$ cat src/sv/ffsts_pkg.sv
// Package for the fractional fixed-step tick scheduler: widths, register indexes,
// micro-op and branch codes, the control word type and the microprogram ROM.
// Has no dependencies.
package ffsts_pkg;

    localparam int TIME_W  = 64;
    localparam int STEP_W  = 30;
    localparam int CATCH_W = 4;
    localparam int PC_W    = 5;

    localparam int S_TDATA_W = 64;
    localparam int M_TDATA_W = 160;
    localparam int M_TUSER_W = 2;
    localparam int CFG_IDX_W = 2;

    typedef logic [TIME_W-1:0]  t_time;
    typedef logic [STEP_W-1:0]  t_step;
    typedef logic [CATCH_W-1:0] t_catch;
    typedef logic [PC_W-1:0]    t_pc;

    localparam logic [CFG_IDX_W-1:0] REG_TICK_RATE = 2'd0;
    localparam logic [CFG_IDX_W-1:0] REG_STEP_BASE = 2'd1;
    localparam logic [CFG_IDX_W-1:0] REG_STEP_REM  = 2'd2;
    localparam logic [CFG_IDX_W-1:0] REG_MAX_CATCH = 2'd3;

    localparam logic OP_START = 1'b0;
    localparam logic OP_POLL  = 1'b1;

    typedef logic [3:0] t_uop;
    localparam t_uop UOP_NOP     = 4'd0;
    localparam t_uop UOP_WAIT_IN = 4'd1;
    localparam t_uop UOP_CMP     = 4'd2;
    localparam t_uop UOP_TICK    = 4'd3;
    localparam t_uop UOP_SUM     = 4'd4;
    localparam t_uop UOP_STEP    = 4'd5;
    localparam t_uop UOP_DL_ADD  = 4'd6;
    localparam t_uop UOP_DL_NOW  = 4'd7;
    localparam t_uop UOP_EMIT_T  = 4'd8;
    localparam t_uop UOP_EMIT_D  = 4'd9;
    localparam t_uop UOP_CLR     = 4'd10;

    typedef logic [2:0] t_cond;
    localparam t_cond COND_NEVER    = 3'd0;
    localparam t_cond COND_ALWAYS   = 3'd1;
    localparam t_cond COND_OP_START = 3'd2;
    localparam t_cond COND_DUE      = 3'd3;
    localparam t_cond COND_NOT_DUE  = 3'd4;
    localparam t_cond COND_LIMIT    = 3'd5;

    typedef struct packed {
        t_uop  uop;
        t_cond cond;
        t_pc   target;
        logic  clr_count;
    } t_ctrl;

    localparam t_pc PC_IDLE   = 5'd0;
    localparam t_pc PC_LOOP   = 5'd3;
    localparam t_pc PC_DROP   = 5'd11;
    localparam t_pc PC_START  = 5'd15;

    function automatic t_ctrl ucode_rom(input t_pc addr);
        t_ctrl w;
        w = '{uop: UOP_NOP, cond: COND_ALWAYS, target: PC_IDLE, clr_count: 1'b0};
        unique case (addr)
            5'd0:  w = '{UOP_WAIT_IN, COND_OP_START, PC_START, 1'b0};
            5'd1:  w = '{UOP_CMP,     COND_NEVER,    PC_IDLE,  1'b1};
            5'd2:  w = '{UOP_NOP,     COND_NOT_DUE,  PC_IDLE,  1'b0};
            5'd3:  w = '{UOP_NOP,     COND_LIMIT,    PC_DROP,  1'b0};
            5'd4:  w = '{UOP_TICK,    COND_NEVER,    PC_IDLE,  1'b0};
            5'd5:  w = '{UOP_SUM,     COND_NEVER,    PC_IDLE,  1'b0};
            5'd6:  w = '{UOP_STEP,    COND_NEVER,    PC_IDLE,  1'b0};
            5'd7:  w = '{UOP_DL_ADD,  COND_NEVER,    PC_IDLE,  1'b0};
            5'd8:  w = '{UOP_CMP,     COND_NEVER,    PC_IDLE,  1'b0};
            5'd9:  w = '{UOP_EMIT_T,  COND_DUE,      PC_LOOP,  1'b0};
            5'd10: w = '{UOP_NOP,     COND_ALWAYS,   PC_IDLE,  1'b0};
            5'd11: w = '{UOP_SUM,     COND_NEVER,    PC_IDLE,  1'b0};
            5'd12: w = '{UOP_STEP,    COND_NEVER,    PC_IDLE,  1'b0};
            5'd13: w = '{UOP_DL_NOW,  COND_NEVER,    PC_IDLE,  1'b0};
            5'd14: w = '{UOP_EMIT_D,  COND_ALWAYS,   PC_IDLE,  1'b0};
            5'd15: w = '{UOP_CLR,     COND_NEVER,    PC_IDLE,  1'b0};
            5'd16: w = '{UOP_SUM,     COND_NEVER,    PC_IDLE,  1'b0};
            5'd17: w = '{UOP_STEP,    COND_NEVER,    PC_IDLE,  1'b0};
            5'd18: w = '{UOP_DL_NOW,  COND_ALWAYS,   PC_IDLE,  1'b0};
            default: w = '{UOP_NOP,   COND_ALWAYS,   PC_IDLE,  1'b0};
        endcase
        return w;
    endfunction

endpackage

$ cat src/sv/fractional_fixed_step_tick_scheduler.sv
// Fixed-rate tick scheduler with bounded catch-up, run by a microprogrammed sequencer.
// Depends on ffsts_pkg for the microprogram ROM, codes and types.
//
// Usage: the slave stream takes one beat per command, with tuser selecting start or
// poll and tdata carrying the current time in nanoseconds. A start beat anchors the
// schedule and gives no output. A poll beat gives one master beat per due tick, up
// to the catch-up limit, then one drop beat if a backlog remains; tlast marks the
// final beat of the poll. A poll with nothing due gives no output.
// Timing: one micro-instruction executes per cycle unless the input or output stalls.
// A start clears the schedule, accumulates, steps and sets the deadline. Each tick of
// a poll counts it, accumulates, steps, advances the deadline, compares and emits;
// a drop accumulates, steps, re-anchors the deadline and emits. A shared step unit
// accumulates, then compares and subtracts; the deadline update and compare are 64-bit.
// The output is a single register, so the sequencer runs ahead while the receiver
// holds a beat and stalls only when it must load the next one. Configuration
// writes are always accepted and are meant to happen while no command is active.
// Reset is synchronous and active low; it restores the default registers and
// clears the schedule, so a poll before any start uses a zero step.
module fractional_fixed_step_tick_scheduler (
    input  logic                               i_clk,
    input  logic                               i_rst_n,
    input  logic                               s_axis_tvalid,
    output logic                               s_axis_tready,
    // now_ns [63:0]
    input  logic [ffsts_pkg::S_TDATA_W-1:0]    s_axis_tdata,
    // operation [0]
    input  logic                               s_axis_tuser,
    output logic                               m_axis_tvalid,
    input  logic                               m_axis_tready,
    // tick_number [63:0], server_time_ns [127:64], step_ns [157:128], zero [159:158]
    output logic [ffsts_pkg::M_TDATA_W-1:0]    m_axis_tdata,
    // is_tick [0], backlog_dropped [1]
    output logic [ffsts_pkg::M_TUSER_W-1:0]    m_axis_tuser,
    output logic                               m_axis_tlast,
    input  logic                               i_cfg_valid,
    output logic                               o_cfg_ready,
    input  logic [ffsts_pkg::CFG_IDX_W-1:0]    i_cfg_index,
    input  logic [ffsts_pkg::STEP_W-1:0]       i_cfg_data
);
    import ffsts_pkg::*;

    t_step  r_rate, r_base, r_rem;
    t_catch r_max_catch;

    t_step  r_acc, r_pending, r_res_step;
    t_time  r_deadline, r_count, r_time, r_now;
    logic [STEP_W:0] r_sum;
    logic   r_due;
    t_catch r_n;
    t_pc    r_pc, n_pc;

    logic                 r_out_valid;
    logic [M_TDATA_W-1:0] r_out_data;
    logic [M_TUSER_W-1:0] r_out_user;
    logic                 r_out_last;

    t_ctrl ctrl;
    logic  in_acc, out_free, stall, cond_true;
    logic  sum_ge;
    logic [STEP_W:0] sum_sub;
    t_step step_inc, new_step, new_acc;

    assign ctrl          = ucode_rom(r_pc);
    assign s_axis_tready = (ctrl.uop == UOP_WAIT_IN);
    assign in_acc        = s_axis_tvalid && s_axis_tready;
    assign out_free      = !r_out_valid || m_axis_tready;
    assign o_cfg_ready   = 1'b1;

    assign m_axis_tvalid = r_out_valid;
    assign m_axis_tdata  = r_out_data;
    assign m_axis_tuser  = r_out_user;
    assign m_axis_tlast  = r_out_last;

    always_comb begin
        sum_ge   = r_sum >= {1'b0, r_rate};
        sum_sub  = r_sum - {1'b0, r_rate};
        step_inc = (r_base == {STEP_W{1'b1}}) ? r_base : r_base + t_step'(1);
        new_step = sum_ge ? step_inc : r_base;
        new_acc  = sum_ge ? sum_sub[STEP_W-1:0] : r_sum[STEP_W-1:0];
    end

    always_comb begin
        stall = 1'b0;
        if (ctrl.uop == UOP_WAIT_IN && !in_acc) begin
            stall = 1'b1;
        end else if ((ctrl.uop == UOP_EMIT_T || ctrl.uop == UOP_EMIT_D) && !out_free) begin
            stall = 1'b1;
        end
    end

    always_comb begin
        unique case (ctrl.cond)
            COND_NEVER:    cond_true = 1'b0;
            COND_ALWAYS:   cond_true = 1'b1;
            COND_OP_START: cond_true = (s_axis_tuser == OP_START);
            COND_DUE:      cond_true = r_due;
            COND_NOT_DUE:  cond_true = !r_due;
            COND_LIMIT:    cond_true = (r_n >= r_max_catch);
            default:       cond_true = 1'b0;
        endcase
    end

    always_comb begin
        if (stall) begin
            n_pc = r_pc;
        end else if (cond_true) begin
            n_pc = ctrl.target;
        end else begin
            n_pc = r_pc + t_pc'(1);
        end
    end

    always_ff @(posedge i_clk) begin
        if (!i_rst_n) begin
            r_rate      <= STEP_W'(128);
            r_base      <= STEP_W'(7812500);
            r_rem       <= '0;
            r_max_catch <= CATCH_W'(5);
        end else if (i_cfg_valid && o_cfg_ready) begin
            unique case (i_cfg_index)
                REG_TICK_RATE: r_rate      <= i_cfg_data;
                REG_STEP_BASE: r_base      <= i_cfg_data;
                REG_STEP_REM:  r_rem       <= i_cfg_data;
                REG_MAX_CATCH: r_max_catch <= i_cfg_data[CATCH_W-1:0];
                default:       r_rate      <= r_rate;
            endcase
        end
    end

    always_ff @(posedge i_clk) begin
        if (!i_rst_n) begin
            r_pc       <= PC_IDLE;
            r_acc      <= '0;
            r_pending  <= '0;
            r_deadline <= '0;
            r_count    <= '0;
            r_time     <= '0;
            r_n        <= '0;
            r_due      <= 1'b0;
        end else begin
            r_pc <= n_pc;
            if (!stall) begin
                unique case (ctrl.uop)
                    UOP_CMP: begin
                        r_due <= r_now >= r_deadline;
                        if (ctrl.clr_count) begin
                            r_n <= '0;
                        end
                    end
                    UOP_TICK: begin
                        r_count <= r_count + t_time'(1);
                        r_time  <= r_time + TIME_W'(r_pending);
                        r_n     <= r_n + t_catch'(1);
                    end
                    UOP_STEP: begin
                        r_acc     <= new_acc;
                        r_pending <= new_step;
                    end
                    UOP_DL_ADD: r_deadline <= r_deadline + TIME_W'(r_pending);
                    UOP_DL_NOW: r_deadline <= r_now + TIME_W'(r_pending);
                    UOP_CLR: begin
                        r_count <= '0;
                        r_time  <= '0;
                        r_acc   <= '0;
                    end
                    UOP_NOP, UOP_WAIT_IN, UOP_SUM, UOP_EMIT_T, UOP_EMIT_D: begin
                        r_due <= r_due;
                    end
                    default: r_due <= r_due;
                endcase
            end
        end
    end

    always_ff @(posedge i_clk) begin
        if (in_acc) begin
            r_now <= s_axis_tdata;
        end
        if (!stall && ctrl.uop == UOP_SUM) begin
            r_sum <= {1'b0, r_acc} + {1'b0, r_rem};
        end
        if (!stall && ctrl.uop == UOP_TICK) begin
            r_res_step <= r_pending;
        end
    end

    always_ff @(posedge i_clk) begin
        if (!i_rst_n) begin
            r_out_valid <= 1'b0;
        end else if (!stall && (ctrl.uop == UOP_EMIT_T || ctrl.uop == UOP_EMIT_D)) begin
            r_out_valid <= 1'b1;
        end else if (m_axis_tready) begin
            r_out_valid <= 1'b0;
        end
    end

    always_ff @(posedge i_clk) begin
        if (!stall && ctrl.uop == UOP_EMIT_T) begin
            r_out_data <= {2'b00, r_res_step, r_time, r_count};
            r_out_user <= 2'b01;
            r_out_last <= !r_due;
        end else if (!stall && ctrl.uop == UOP_EMIT_D) begin
            r_out_data <= {2'b00, r_pending, r_time, r_count};
            r_out_user <= 2'b10;
            r_out_last <= 1'b1;
        end
    end

endmodule

$ cat config.mk
export PLATFORM = sky130hd
export DESIGN_NAME = fractional_fixed_step_tick_scheduler
export DESIGN_NICKNAME = d
export VERILOG_FILES = /design/src/sv/ffsts_pkg.sv /design/src/sv/fractional_fixed_step_tick_scheduler.sv
export SDC_FILE = /design/constraint.sdc
export NUM_CORES = 1
export LEC_CHECK = 0
export BUFFER_PORTS_ARGS = -buffer_cell sky130_fd_sc_hd__buf_2
export CAP_MARGIN = 10
export CELL_PAD_IN_SITES_DETAIL_PLACEMENT = 0
export CELL_PAD_IN_SITES_GLOBAL_PLACEMENT = 2
export CORE_MARGIN = 2
export CORE_UTILIZATION = 39
export DETAILED_ROUTE_END_ITERATION = 8
export PLACE_DENSITY = 0.9
export SYNTH_ARGS = -nofsm -noshare
export SYNTH_HDL_FRONTEND = slang
export SYNTH_SLANG_ARGS = --single-unit
$ cat constraint.sdc
create_clock -name i_clk -period 5.44 [get_ports i_clk]
set_input_delay 1.088 -clock i_clk [delete_from_list [all_inputs] [get_ports i_clk]]
set_output_delay 1.088 -clock i_clk [all_outputs]
set_load 0.01 [all_outputs]
==> results of run 1 <==
[worst paths after layout]
| check | cells after the start | to | slack (ns) |
|---|---|---|---|
| worst max-delay path | 16 | r_deadline[60] | 0.83 |
| worst min-delay path | 2 | r_deadline[22] | 0.45 |
| worst max register to register | 16 | r_deadline[60] | 0.83 |
| worst min register to register | 2 | r_deadline[22] | 0.45 |
[cell usage in the layout (no fill, tap or decap), drive strengths merged, types with 9 or more instances in the layout]
master	n
nand2	463
dfxtp	370
buf	297
edfxtp	284
a21oi	281
nor2	265
ha	197
o21ai	193
inv	170
nand3	109
xor2	99
clkbuf	98
xnor2	89
a21o	82
nand4	72
a211oi	57
and3	57
mux2i	56
nor3	45
a31oi	40
or3	38
mux2	36
and2	31
o21a	28
nand2b	25
nor2b	23
a22oi	23
o211ai	22
clkinv	22
o31ai	16
and4	15
o21bai	14
or2	12
nor4	12
or4	11
bufinv	11
o31a	10
o22ai	9
[power breakdown]
group / switching, mW / total (mW) / internal (mW) / leakage, nW
clock: 2.20 / 5.49 / 3.30 / 1.31
sequential: 0.462 / 6.22 / 5.76 / 5.64
combinational: 1.95 / 3.04 / 1.09 / 7.88
total: 4.61 / 14.8 / 10.1 / 14.8
[cells in the mapped netlist, types with 10 or more instances]
master    number
nor2_1       259
o21bai_1      14
clkbuf_1     114
o211ai_1      22
mux2i_1       56
buf_2         29
nor3_1        44
or3_1         38
o21ai_0      184
nand2_1      462
xnor2_1       89
o31ai_1       16
inv_1        160
and4_1        14
or2_2         10
dfxtp_1      370
a31oi_1       39
and2_1        28
xor2_1        99
buf_1         11
and3_1        48
nand3_1      107
o21a_1        28
a21o_1        82
a22oi_1       23
o31a_1        10
nand4_1       71
nor2b_1       23
edfxtp_1     284
mux2_2        36
nand2b_1      25
a211oi_1      57
ha_1         197
or4_1         11
a21oi_1      280
[cell families after synthesis]
family                     after synthesis  synth area share, %
AOI/OAI and AO/OA                      865                 16.2
buffers and inverters                  326                 3.85
and+or+nand+nor                       1214                 17.3
xor gates and xnor gates               188                 4.89
muxes                                   92                 2.87
other                                    2               0.0223
DFF                                    654                 47.3
adders and majority gates              201                 7.56
[sequential cells by signal (all words and copies together) (netlist names), 31 cells and up]
signal and cells:
r_deadline 64, r_count 64, r_now 64, r_time 64
r_sum 31, m_axis_tdata 158
[area by class of cell]
type	count	area, µm²	area share, %
inverter	163	622	1.60
timing repair buffer	297	1580	4.08
clock inverter	43	589	1.52
clock buffer	98	2110	5.43
sequential	654	15900	41.1
multi-input combinational	2563	16500	42.6
tap	1144	1430	3.69
[metal layers]
metal,track usage (%),wire length [µm],vias to the layer above
met3,3.04,4010,157
met1,28.0,43700,12600
met2,34.1,43600,584
met5,0,0,-
li1,-,-,13200
met4,6.51,2920,0
[worst max-delay path, stage by stage, from the launching register on]
cell and delay, ns:
dfxtp_1 0.47, nand3b_1 0.18, nor2_4 0.53, buf_4 0.31, nand2_1 0.06, o21ai_0 0.08
ha_1 0.32, a21o_1 0.20, a21oi_1 0.18, a21oi_1 0.11, nor3_1 0.51, o21ai_1 0.30
a22o_1 0.38, and3_1 0.27, nand4_1 0.12, o21ai_1 0.07, a2111oi_1 0.37
==> run summary, run 1 <==
Startpoint Class: flip-flop
Setup-failing EPs final: 0
CP max FO: 29
Vias: 26600
Avg Inst Size Synth: 9.51 µm²
CP startpoint: ctrl[10]
largest cells by area after synthesis: edfxtp_1 (25%), dfxtp_1 (22%), ha_1 (7.3%)
HPWL after detailed placement: 67500 µm
Avg WL per Cell: 19.0 µm
gp weighted congestion: 0.865
synthesized cell area: 33700 µm²
Synth Instances: 3542
hold slack: 0.450 ns
Peak Freq: 0.217 GHz
Final Slew Violations: 0
RSZ-0062 raised after global routing: false
register area share after synthesis: 47.3%
# port buffers: 264
Critical Path RT: 5.96 ns
Slew headroom: 28.9%
asr flop ratio synth: 0%
Total Routing Usage GR: 20.7%
#FFs+latches synth: 654
std cell rows: 107
worst ir drop on vdd: 0.234 mV
Layout Utilization: 45.4%
post-route clock skew: 0.0188 ns
Detail Route Antenna Nets: 0
CTS H-tree depth: 3
Final Power: 14.8 mW
root buffer cell: clkbuf_16
fill count: 8326
die area: 88700 µm²
Hold-fix buffers, CTS: 0
Core Footprint: 85400 µm²
Die Wd: 298 µm
pre-CTS setup slack: 0.811 ns
post-synth top area share: 25.3%
proportion of layout cells with a drive suffix above 1: 13.8%
post-route cell area: 38800 µm²
Pleak: 14.8 nW
Overflow after GRT: 0
post-CTS setup buffer count: 0
Reg-to-Reg Start: ctrl[10]
TNS Setup: 0 ns
Placed Area: 36100 µm²
Total Wirelength: 94200 µm
clock latency on the worst-skew pair: 0.63 ns
Pre-antenna DRT Iters: 5
number of synthesized flops with an enable pin: 284
Unique masters post-synth: 102
nets: 4058
period utilization: 84.7%
status: complete, no violations
Clk pin slew, worst setup/hold paths: 0.06 ns
ant diodes: 0
synthesis warning total: 0
first-pass GRT wire length: 146000 µm
Worst Min Path Start: r_deadline[22]
synth-to-layout area growth: 15.2%
initial core utilization: 39.4%
vias in the first global route: 25100
drt drc: 0
CTS resizes: 0
Worst EP arrival: 5.13 ns
CTS tree: done
area leader, netlist: edfxtp_1
Power Density: 381 nW/µm²
clk sinks: 654
fin cells: 4962
DIE HEIGHT: 298 µm
Final min period: 4.61 ns
crit path kind: reg2reg
initial antenna violation count: 2
Crit. End Element: flip-flop
max_cap viols: 0
Iteration-0 DRC Markers: 1561
Slew @ Worst Pin: 1.07 ns
placed insts: 4821
mean number of vias per cell: 5.35
largest net degree at the start of global routing: 71
HP Class: reg2reg
total CTS buffers: 76
clock buffer depth: 3
Final WS setup: 0.831 ns
# IOs: 268
Synth Flop Type: dfxtp_1
Final Hold Viols: 0
No activity file was read; power rests on OpenSTA's default activity.
==> inputs of run 2 (changes only) <==
Clock period 5.44 ns to 4.6 ns, I/O delays scaled along.
==> run 2 against run 1 <==
Effect of this change: sequential power up 18%; sequential share of layout area down 0.12 points; clock skew up 0.0032 ns; clock power up 12%; final area up 0.30%; critical path type unchanged; non-clock buffer count up 28; setup slack worse by 0.34 ns; highest routed layer unchanged; register-to-register slack worse by 0.34 ns; combinational power up 23%; global-route usage up 0.38 points; final cell count up 0.58%; utilization up 0.14 points.
==> run summary, run 2 (same netlist as run 1, synthesis figures left out) <==
Iteration-0 DRC Markers: 1678 (was 1561)
Avg WL per Cell: 19.1 µm (was 19.0 µm)
drt drc: 0 (unchanged)
HPWL after detailed placement: 68600 µm (was 67500 µm)
post-CTS setup buffer count: 0 (unchanged)
clock buffer depth: 3 (unchanged)
initial antenna violation count: 0 (was 2)
proportion of layout cells with a drive suffix above 1: 14.2% (was 13.8%)
DIE HEIGHT: 298 µm (unchanged)
CTS resizes: 0 (unchanged)
worst ir drop on vdd: 0.288 mV (was 0.234 mV)
Total Wirelength: 95200 µm (was 94200 µm)
R2R Path End: r_deadline[50] (was r_deadline[60])
Reg-to-Reg Start: ctrl[10] (unchanged)
CP max FO: 11 (was 29)
Reg power frac: 42.5% (was 42.1%)
sw frac: 31.8% (was 31.3%)
Worst Reg2Reg Path Length in Cells: 17 (was 16)
max_cap viols: 0 (unchanged)
Hold-fix buffers, CTS: 0 (unchanged)
die area: 88700 µm² (unchanged)
# port buffers: 264 (unchanged)
largest net degree at the start of global routing: 79 (was 71)
vias in the first global route: 25600 (was 25100)
Power Density: 443 nW/µm² (was 381 nW/µm²)
Startpoint Class: flip-flop (unchanged)
clock share of power: 35.8% (was 37.2%)
period utilization: 89.2% (was 84.7%)
TNS Setup: 0 ns (unchanged)
ant diodes: 0 (unchanged)
worst hold path depth: 2 (unchanged)
crit path kind: reg2reg (unchanged)
fin cells: 4991 (was 4962)
most frequent cells in the layout: nand2_1 (462), dfxtp_1 (369), edfxtp_1 (284), a21oi_1 (280), buf_2 (264) (unchanged)
Setup-failing EPs final: 0 (unchanged)
Worst Min Path Start: r_deadline[22] (unchanged)
Overflow after GRT: 0 (unchanged)
Slew headroom: 32.9% (was 28.9%)
Core Footprint: 85400 µm² (unchanged)
Critical Path RT: 5.16 ns (was 5.96 ns)
Peak Freq: 0.244 GHz (was 0.217 GHz)
Slew @ Worst Pin: 0.993 ns (was 1.07 ns)
clock latency on the worst-skew pair: 0.63 ns (about the same)
HP Class: reg2reg (unchanged)
Total Routing Usage GR: 21.1% (was 20.7%)
post-route clock skew: 0.0220 ns (was 0.0188 ns)
Vias: 26500 (was 26600)
P_sw: 5.48 mW (was 4.61 mW)
commonest non-fill, non-tap cell in the layout: nand2_1 (unchanged)
Pleak: 14.9 nW (was 14.8 nW)
Final Slew Violations: 0 (unchanged)
Final Hold Viols: 0 (unchanged)
Worst EP arrival: 4.66 ns (was 5.13 ns)
# IOs: 268 (unchanged)
mean number of vias per cell: 5.32 (was 5.35)
initial core utilization: 39.4% (unchanged)
fill count: 8343 (was 8326)
placed insts: 4849 (was 4821)
CTS H-tree depth: 3 (unchanged)
hold-critical path endpoint: r_deadline[22] (unchanged)
total CTS buffers: 76 (unchanged)
first-pass GRT wire length: 148000 µm (was 146000 µm)
Final min period: 4.10 ns (was 4.61 ns)
status: complete, no violations (unchanged)
gp weighted congestion: 0.868 (was 0.865)
Clk pin slew, worst setup/hold paths: 0.07 ns (was 0.06 ns)
Pint: 11.8 mW (was 10.1 mW)
combinational share of power: 21.7% (was 20.6%)
Pre-antenna DRT Iters: 5 (unchanged)
RSZ-0062 raised after global routing: false (unchanged)
CTS tree: done (unchanged)
std cell rows: 107 (unchanged)
FF-to-FF setup slack: 0.50 ns (was 0.83 ns)
clk sinks: 654 (unchanged)
synth-to-layout area growth: 15.5% (was 15.2%)
Largest register FFs: 158 (unchanged)
Crit. End Element: flip-flop (unchanged)
Die Wd: 298 µm (unchanged)
Detail Route Antenna Nets: 0 (unchanged)
root buffer cell: clkbuf_16 (unchanged)
nets: 4086 (was 4058)
run 2: worst max-delay path by stage:
stage	cells after the start	slack (ns)	from	to
2_1_floorplan	24	0.05	ctrl[9]	r_deadline[60]
3_5_place_dp	17	0.55	ctrl[10]	r_deadline[50]
4_1_cts	17	0.52	ctrl[10]	r_deadline[50]
6_report	17	0.50	ctrl[10]	r_deadline[50]
5_1_grt	16	0.03	ctrl[10]	r_deadline[60]
3_3_place_gp	16	0.62	ctrl[10]	r_deadline[50]
run 2: power by group through the flow:
stage / combinational (mW) / clock, mW / sequential [mW]
after global placement: 3.72 / 0 / 7.44
final: 3.74 / 6.16 / 7.33
after floorplan: 2.53 / 0 / 7.29
after global routing: 4.16 / 6.53 / 7.40
after CTS: 3.76 / 6.33 / 7.33
after detailed placement: 3.74 / 0 / 7.45
run 2: routing by layer:
layer | wire length (µm) | part of all wire, % | vias to the layer above | global-route usage (%)
li1 | - | - | 13300 | -
met1 | 43600 | 46 | 12500 | 28.4
met2 | 43700 | 46 | 596 | 34.4
met3 | 4350 | 4.6 | 162 | 2.98
met4 | 3570 | 3.7 | 0 | 7.73
met5 | 0 | 0 | - | 0
run 2: layout make-up:
| cell class | count | area, µm² | area share (%) |
|---|---|---|---|
| clock inverter | 49 | 531 | 1.36 |
| sequential | 654 | 15900 | 41.0 |
| inverter | 163 | 621 | 1.60 |
| timing repair buffer | 325 | 1870 | 4.80 |
| tap | 1144 | 1430 | 3.68 |
| clock buffer | 93 | 2000 | 5.14 |
| multi-input combinational | 2563 | 16500 | 42.4 |
run 2: worst max-delay path, stage by stage, from the launching register on:
cell      delay, ns
dfxtp_1        0.47
nand3b_1       0.19
nor2_4         0.34
buf_4          0.24
nand2_1        0.06
o21ai_0        0.08
ha_1           0.32
a21o_1         0.20
a21oi_1        0.17
a21oi_1        0.11
nor3_1         0.37
o21ai_1        0.21
buf_4          0.19
a41o_1         0.31
and2_1         0.21
nand3_1        0.10
mux2_2         0.33
a21oi_1        0.12
run 2: through the flow:
step | hold slack, ns | utilization (%) | power, mW | worst slack [ns] | area [µm²]
after floorplan | 0.423 | - | 9.82 | 0.0454 | 33700
after detailed placement | 0.445 | 42.6 | 11.2 | 0.548 | 36400
final | 0.450 | 45.5 | 17.2 | 0.495 | 38900
after global routing | 0.429 | 45.5 | 18.1 | 0.0271 | 38900
after global placement | 0.439 | 42.6 | 11.2 | 0.615 | 36400
after CTS | 0.419 | 45.5 | 17.4 | 0.517 | 38900
==> inputs of run 3 (changes only) <==
Settings changed: BUFFER_PORTS_ARGS -buffer_cell sky130_fd_sc_hd__buf_2 to default, CORE_UTILIZATION 39 to 41, DONT_BUFFER_PORTS from default to 1, PLACE_DENSITY 0.9 to 0.89.
==> run 3 against run 2 <==
Effect of this change: utilization rose by 0.27 points; combinational power down 9.1%; register-to-register slack worse by 0.13 ns; first-iteration DRC count is 10% lower; count of clock-buffer cells in the layout up 3; critical path type unchanged; highest routed layer is now met5.
==> run summary, run 3 (same netlist as run 1, synthesis figures left out) <==
status: complete, no violations (unchanged)
Hold-fix buffers, CTS: 0 (unchanged)
commonest non-fill, non-tap cell in the layout: nand2_1 (unchanged)
Iteration-0 DRC Markers: 1507 (was 1678)
pre-CTS setup slack: 0.329 ns (was 0.548 ns)
Power Density: 459 nW/µm² (was 443 nW/µm²)
Slew @ Worst Pin: 1.03 ns (was 0.993 ns)
Multi-input gate area: 16500 µm² (about the same)
gp weighted congestion: 0.878 (was 0.868)
mean number of vias per cell: 5.53 (was 5.32)
Die Wd: 291 µm (was 298 µm)
Slew headroom: 30.9% (was 32.9%)
cells along the critical path: nand3b_1, nor2_4, buf_12, o21ai_0, ha_1, a21o_1, a21o_1, a21o_1, a221o_1, a21oi_1, a21bo_2, nor2_4, buf_4, nor2_1, mux2_2, a21oi_1 (was nand3b_1, nor2_4, buf_4, nand2_1, o21ai_0, ha_1, a21o_1, a21oi_1, a21oi_1, nor3_1, o21ai_1, buf_4, a41o_1, and2_1, nand3_1, mux2_2, a21oi_1)
slowest cell on the critical path: dfxtp_1 (unchanged)
initial core utilization: 41.2% (was 39.4%)
P_sw: 5.46 mW (was 5.48 mW)
DIE HEIGHT: 291 µm (was 298 µm)
proportion of layout cells with a drive suffix above 1: 7.50% (was 14.2%)
RSZ-0062 raised after global routing: false (unchanged)
Pre-antenna DRT Iters: 7 (was 5)
clock buffer depth: 3 (unchanged)
max_cap viols: 0 (unchanged)
CP Buf/Inv Count: 2 (unchanged)
Avg WL per Cell: 20.3 µm (was 19.1 µm)
combinational share of power: 19.8% (was 21.7%)
Largest register FFs: 158 (unchanged)
Worst path top cell family by delay: compound AO/OA/AOI/OAI gates (was simple AND/OR/NAND/NOR gates)
post-route cell area: 37400 µm² (was 38900 µm²)
placed insts: 4488 (was 4849)
period utilization: 92.0% (was 89.2%)
# IOs: 268 (unchanged)
first-pass GRT wire length: 146000 µm (was 148000 µm)
post-CTS setup buffer count: 0 (unchanged)
die area: 84400 µm² (was 88700 µm²)
clock share of power: 36.9% (was 35.8%)
Startpoint Class: flip-flop (unchanged)
largest net degree at the start of global routing: 106 (was 79)
CTS H-tree depth: 3 (unchanged)
root buffer cell: clkbuf_16 (unchanged)
Setup-failing EPs final: 0 (unchanged)
hold slack: 0.352 ns (was 0.450 ns)
clk sinks: 654 (unchanged)
Peak Freq: 0.236 GHz (was 0.244 GHz)
CP max FO: 61 (was 11)
Vias: 25600 (was 26500)
Core Footprint: 81700 µm² (was 85400 µm²)
Placed Area: 34800 µm² (was 36400 µm²)
TNS Setup: 0 ns (unchanged)
clock latency on the worst-skew pair: 0.66 ns (was 0.63 ns)
# port buffers: 0 (was 264)
Final Power: 17.2 mW (about the same)
worst ir drop on vdd: 0.438 mV (was 0.288 mV)
Final Slew Violations: 0 (unchanged)
Final Hold Viols: 0 (unchanged)
Final WS setup: 0.368 ns (was 0.495 ns)
fin cells: 4629 (was 4991)
fill count: 7781 (was 8343)
Total Wirelength: 94000 µm (was 95200 µm)
synth-to-layout area growth: 11.2% (was 15.5%)
Layout Utilization: 45.8% (was 45.5%)
drt drc: 0 (unchanged)
Detail Route Antenna Nets: 0 (unchanged)
Overflow after GRT: 0 (unchanged)
Crit. End Element: flip-flop (unchanged)
Pleak: 13.8 nW (was 14.9 nW)
Pint: 11.7 mW (was 11.8 mW)
slowest stage delay, CP: 0.47 ns (about the same)
CP most frequent cell: a21o_1 (was a21oi_1)
Clk pin slew, worst setup/hold paths: 0.07 ns (about the same)
Worst EP arrival: 4.79 ns (was 4.66 ns)
ant diodes: 0 (unchanged)
total CTS buffers: 76 (unchanged)
sw frac: 31.8% (about the same)
post-route clock skew: 0.0417 ns (was 0.0220 ns)
Reg power frac: 43.3% (was 42.5%)
nets: 3799 (was 4086)
Storage cell area: 15900 µm² (unchanged)
HP Class: in2reg (was reg2reg)
HPWL after detailed placement: 67000 µm (was 68600 µm)
std cell rows: 105 (was 107)
Final min period: 4.23 ns (was 4.10 ns)
CTS tree: done (unchanged)
Total Routing Usage GR: 21.9% (was 21.1%)
most frequent cells in the layout: nand2_1 (462), dfxtp_1 (369), edfxtp_1 (284), a21oi_1 (280), nor2_1 (254) (was nand2_1 (462), dfxtp_1 (369), edfxtp_1 (284), a21oi_1 (280), buf_2 (264))
Critical Path RT: 5.16 ns (about the same)
crit path kind: reg2reg (unchanged)
initial antenna violation count: 3 (was 0)
vias in the first global route: 24600 (was 25600)
## run 3: final cells by class
type                       instances  share of cell area [%]
tap                             1070                    3.58
clock buffer                      96                    5.56
timing repair buffer              38                   0.963
inverter                         163                    1.66
multi-input combinational       2563                    44.2
sequential                       654                    42.6
clock inverter                    45                    1.50
## run 3: power by group through the flow
stage	Combinational, mW	Clock [mW]	Sequential (mW)
3_5_place_dp	3.39	0	7.56
3_3_place_gp	3.38	0	7.55
5_1_grt	3.80	6.71	7.50
2_1_floorplan	2.53	0	7.29
6_report	3.40	6.34	7.43
4_1_cts	3.41	6.48	7.44
## run 3: path summary, 6_finish.rpt
| check | slack, ns | endpoint | from | cells past startpoint |
|---|---|---|---|---|
| hold reg to reg | 0.45 | r_deadline[18] | r_deadline[18] | 2 |
| hold / removal | 0.35 | r_now[48] | s_axis_tdata[48] | 0 |
| setup / recovery | 0.37 | r_deadline[35] | ctrl[10] | 16 |
| setup reg to reg | 0.37 | r_deadline[35] | ctrl[10] | 16 |
## run 3: routing by layer
metal	vias up	global-route usage (%)	share of wire, %
met4	6	8.58	3.9
met2	598	35.6	46
met1	12100	28.4	44
met5	-	0	0.034
met3	183	4.63	5.8
li1	12700	-	-
## run 3: timing repair
action,CTS,global route
gates resized for setup,0,4
endpoints found under the setup margin,0,3
hold endpoints to repair,0,0
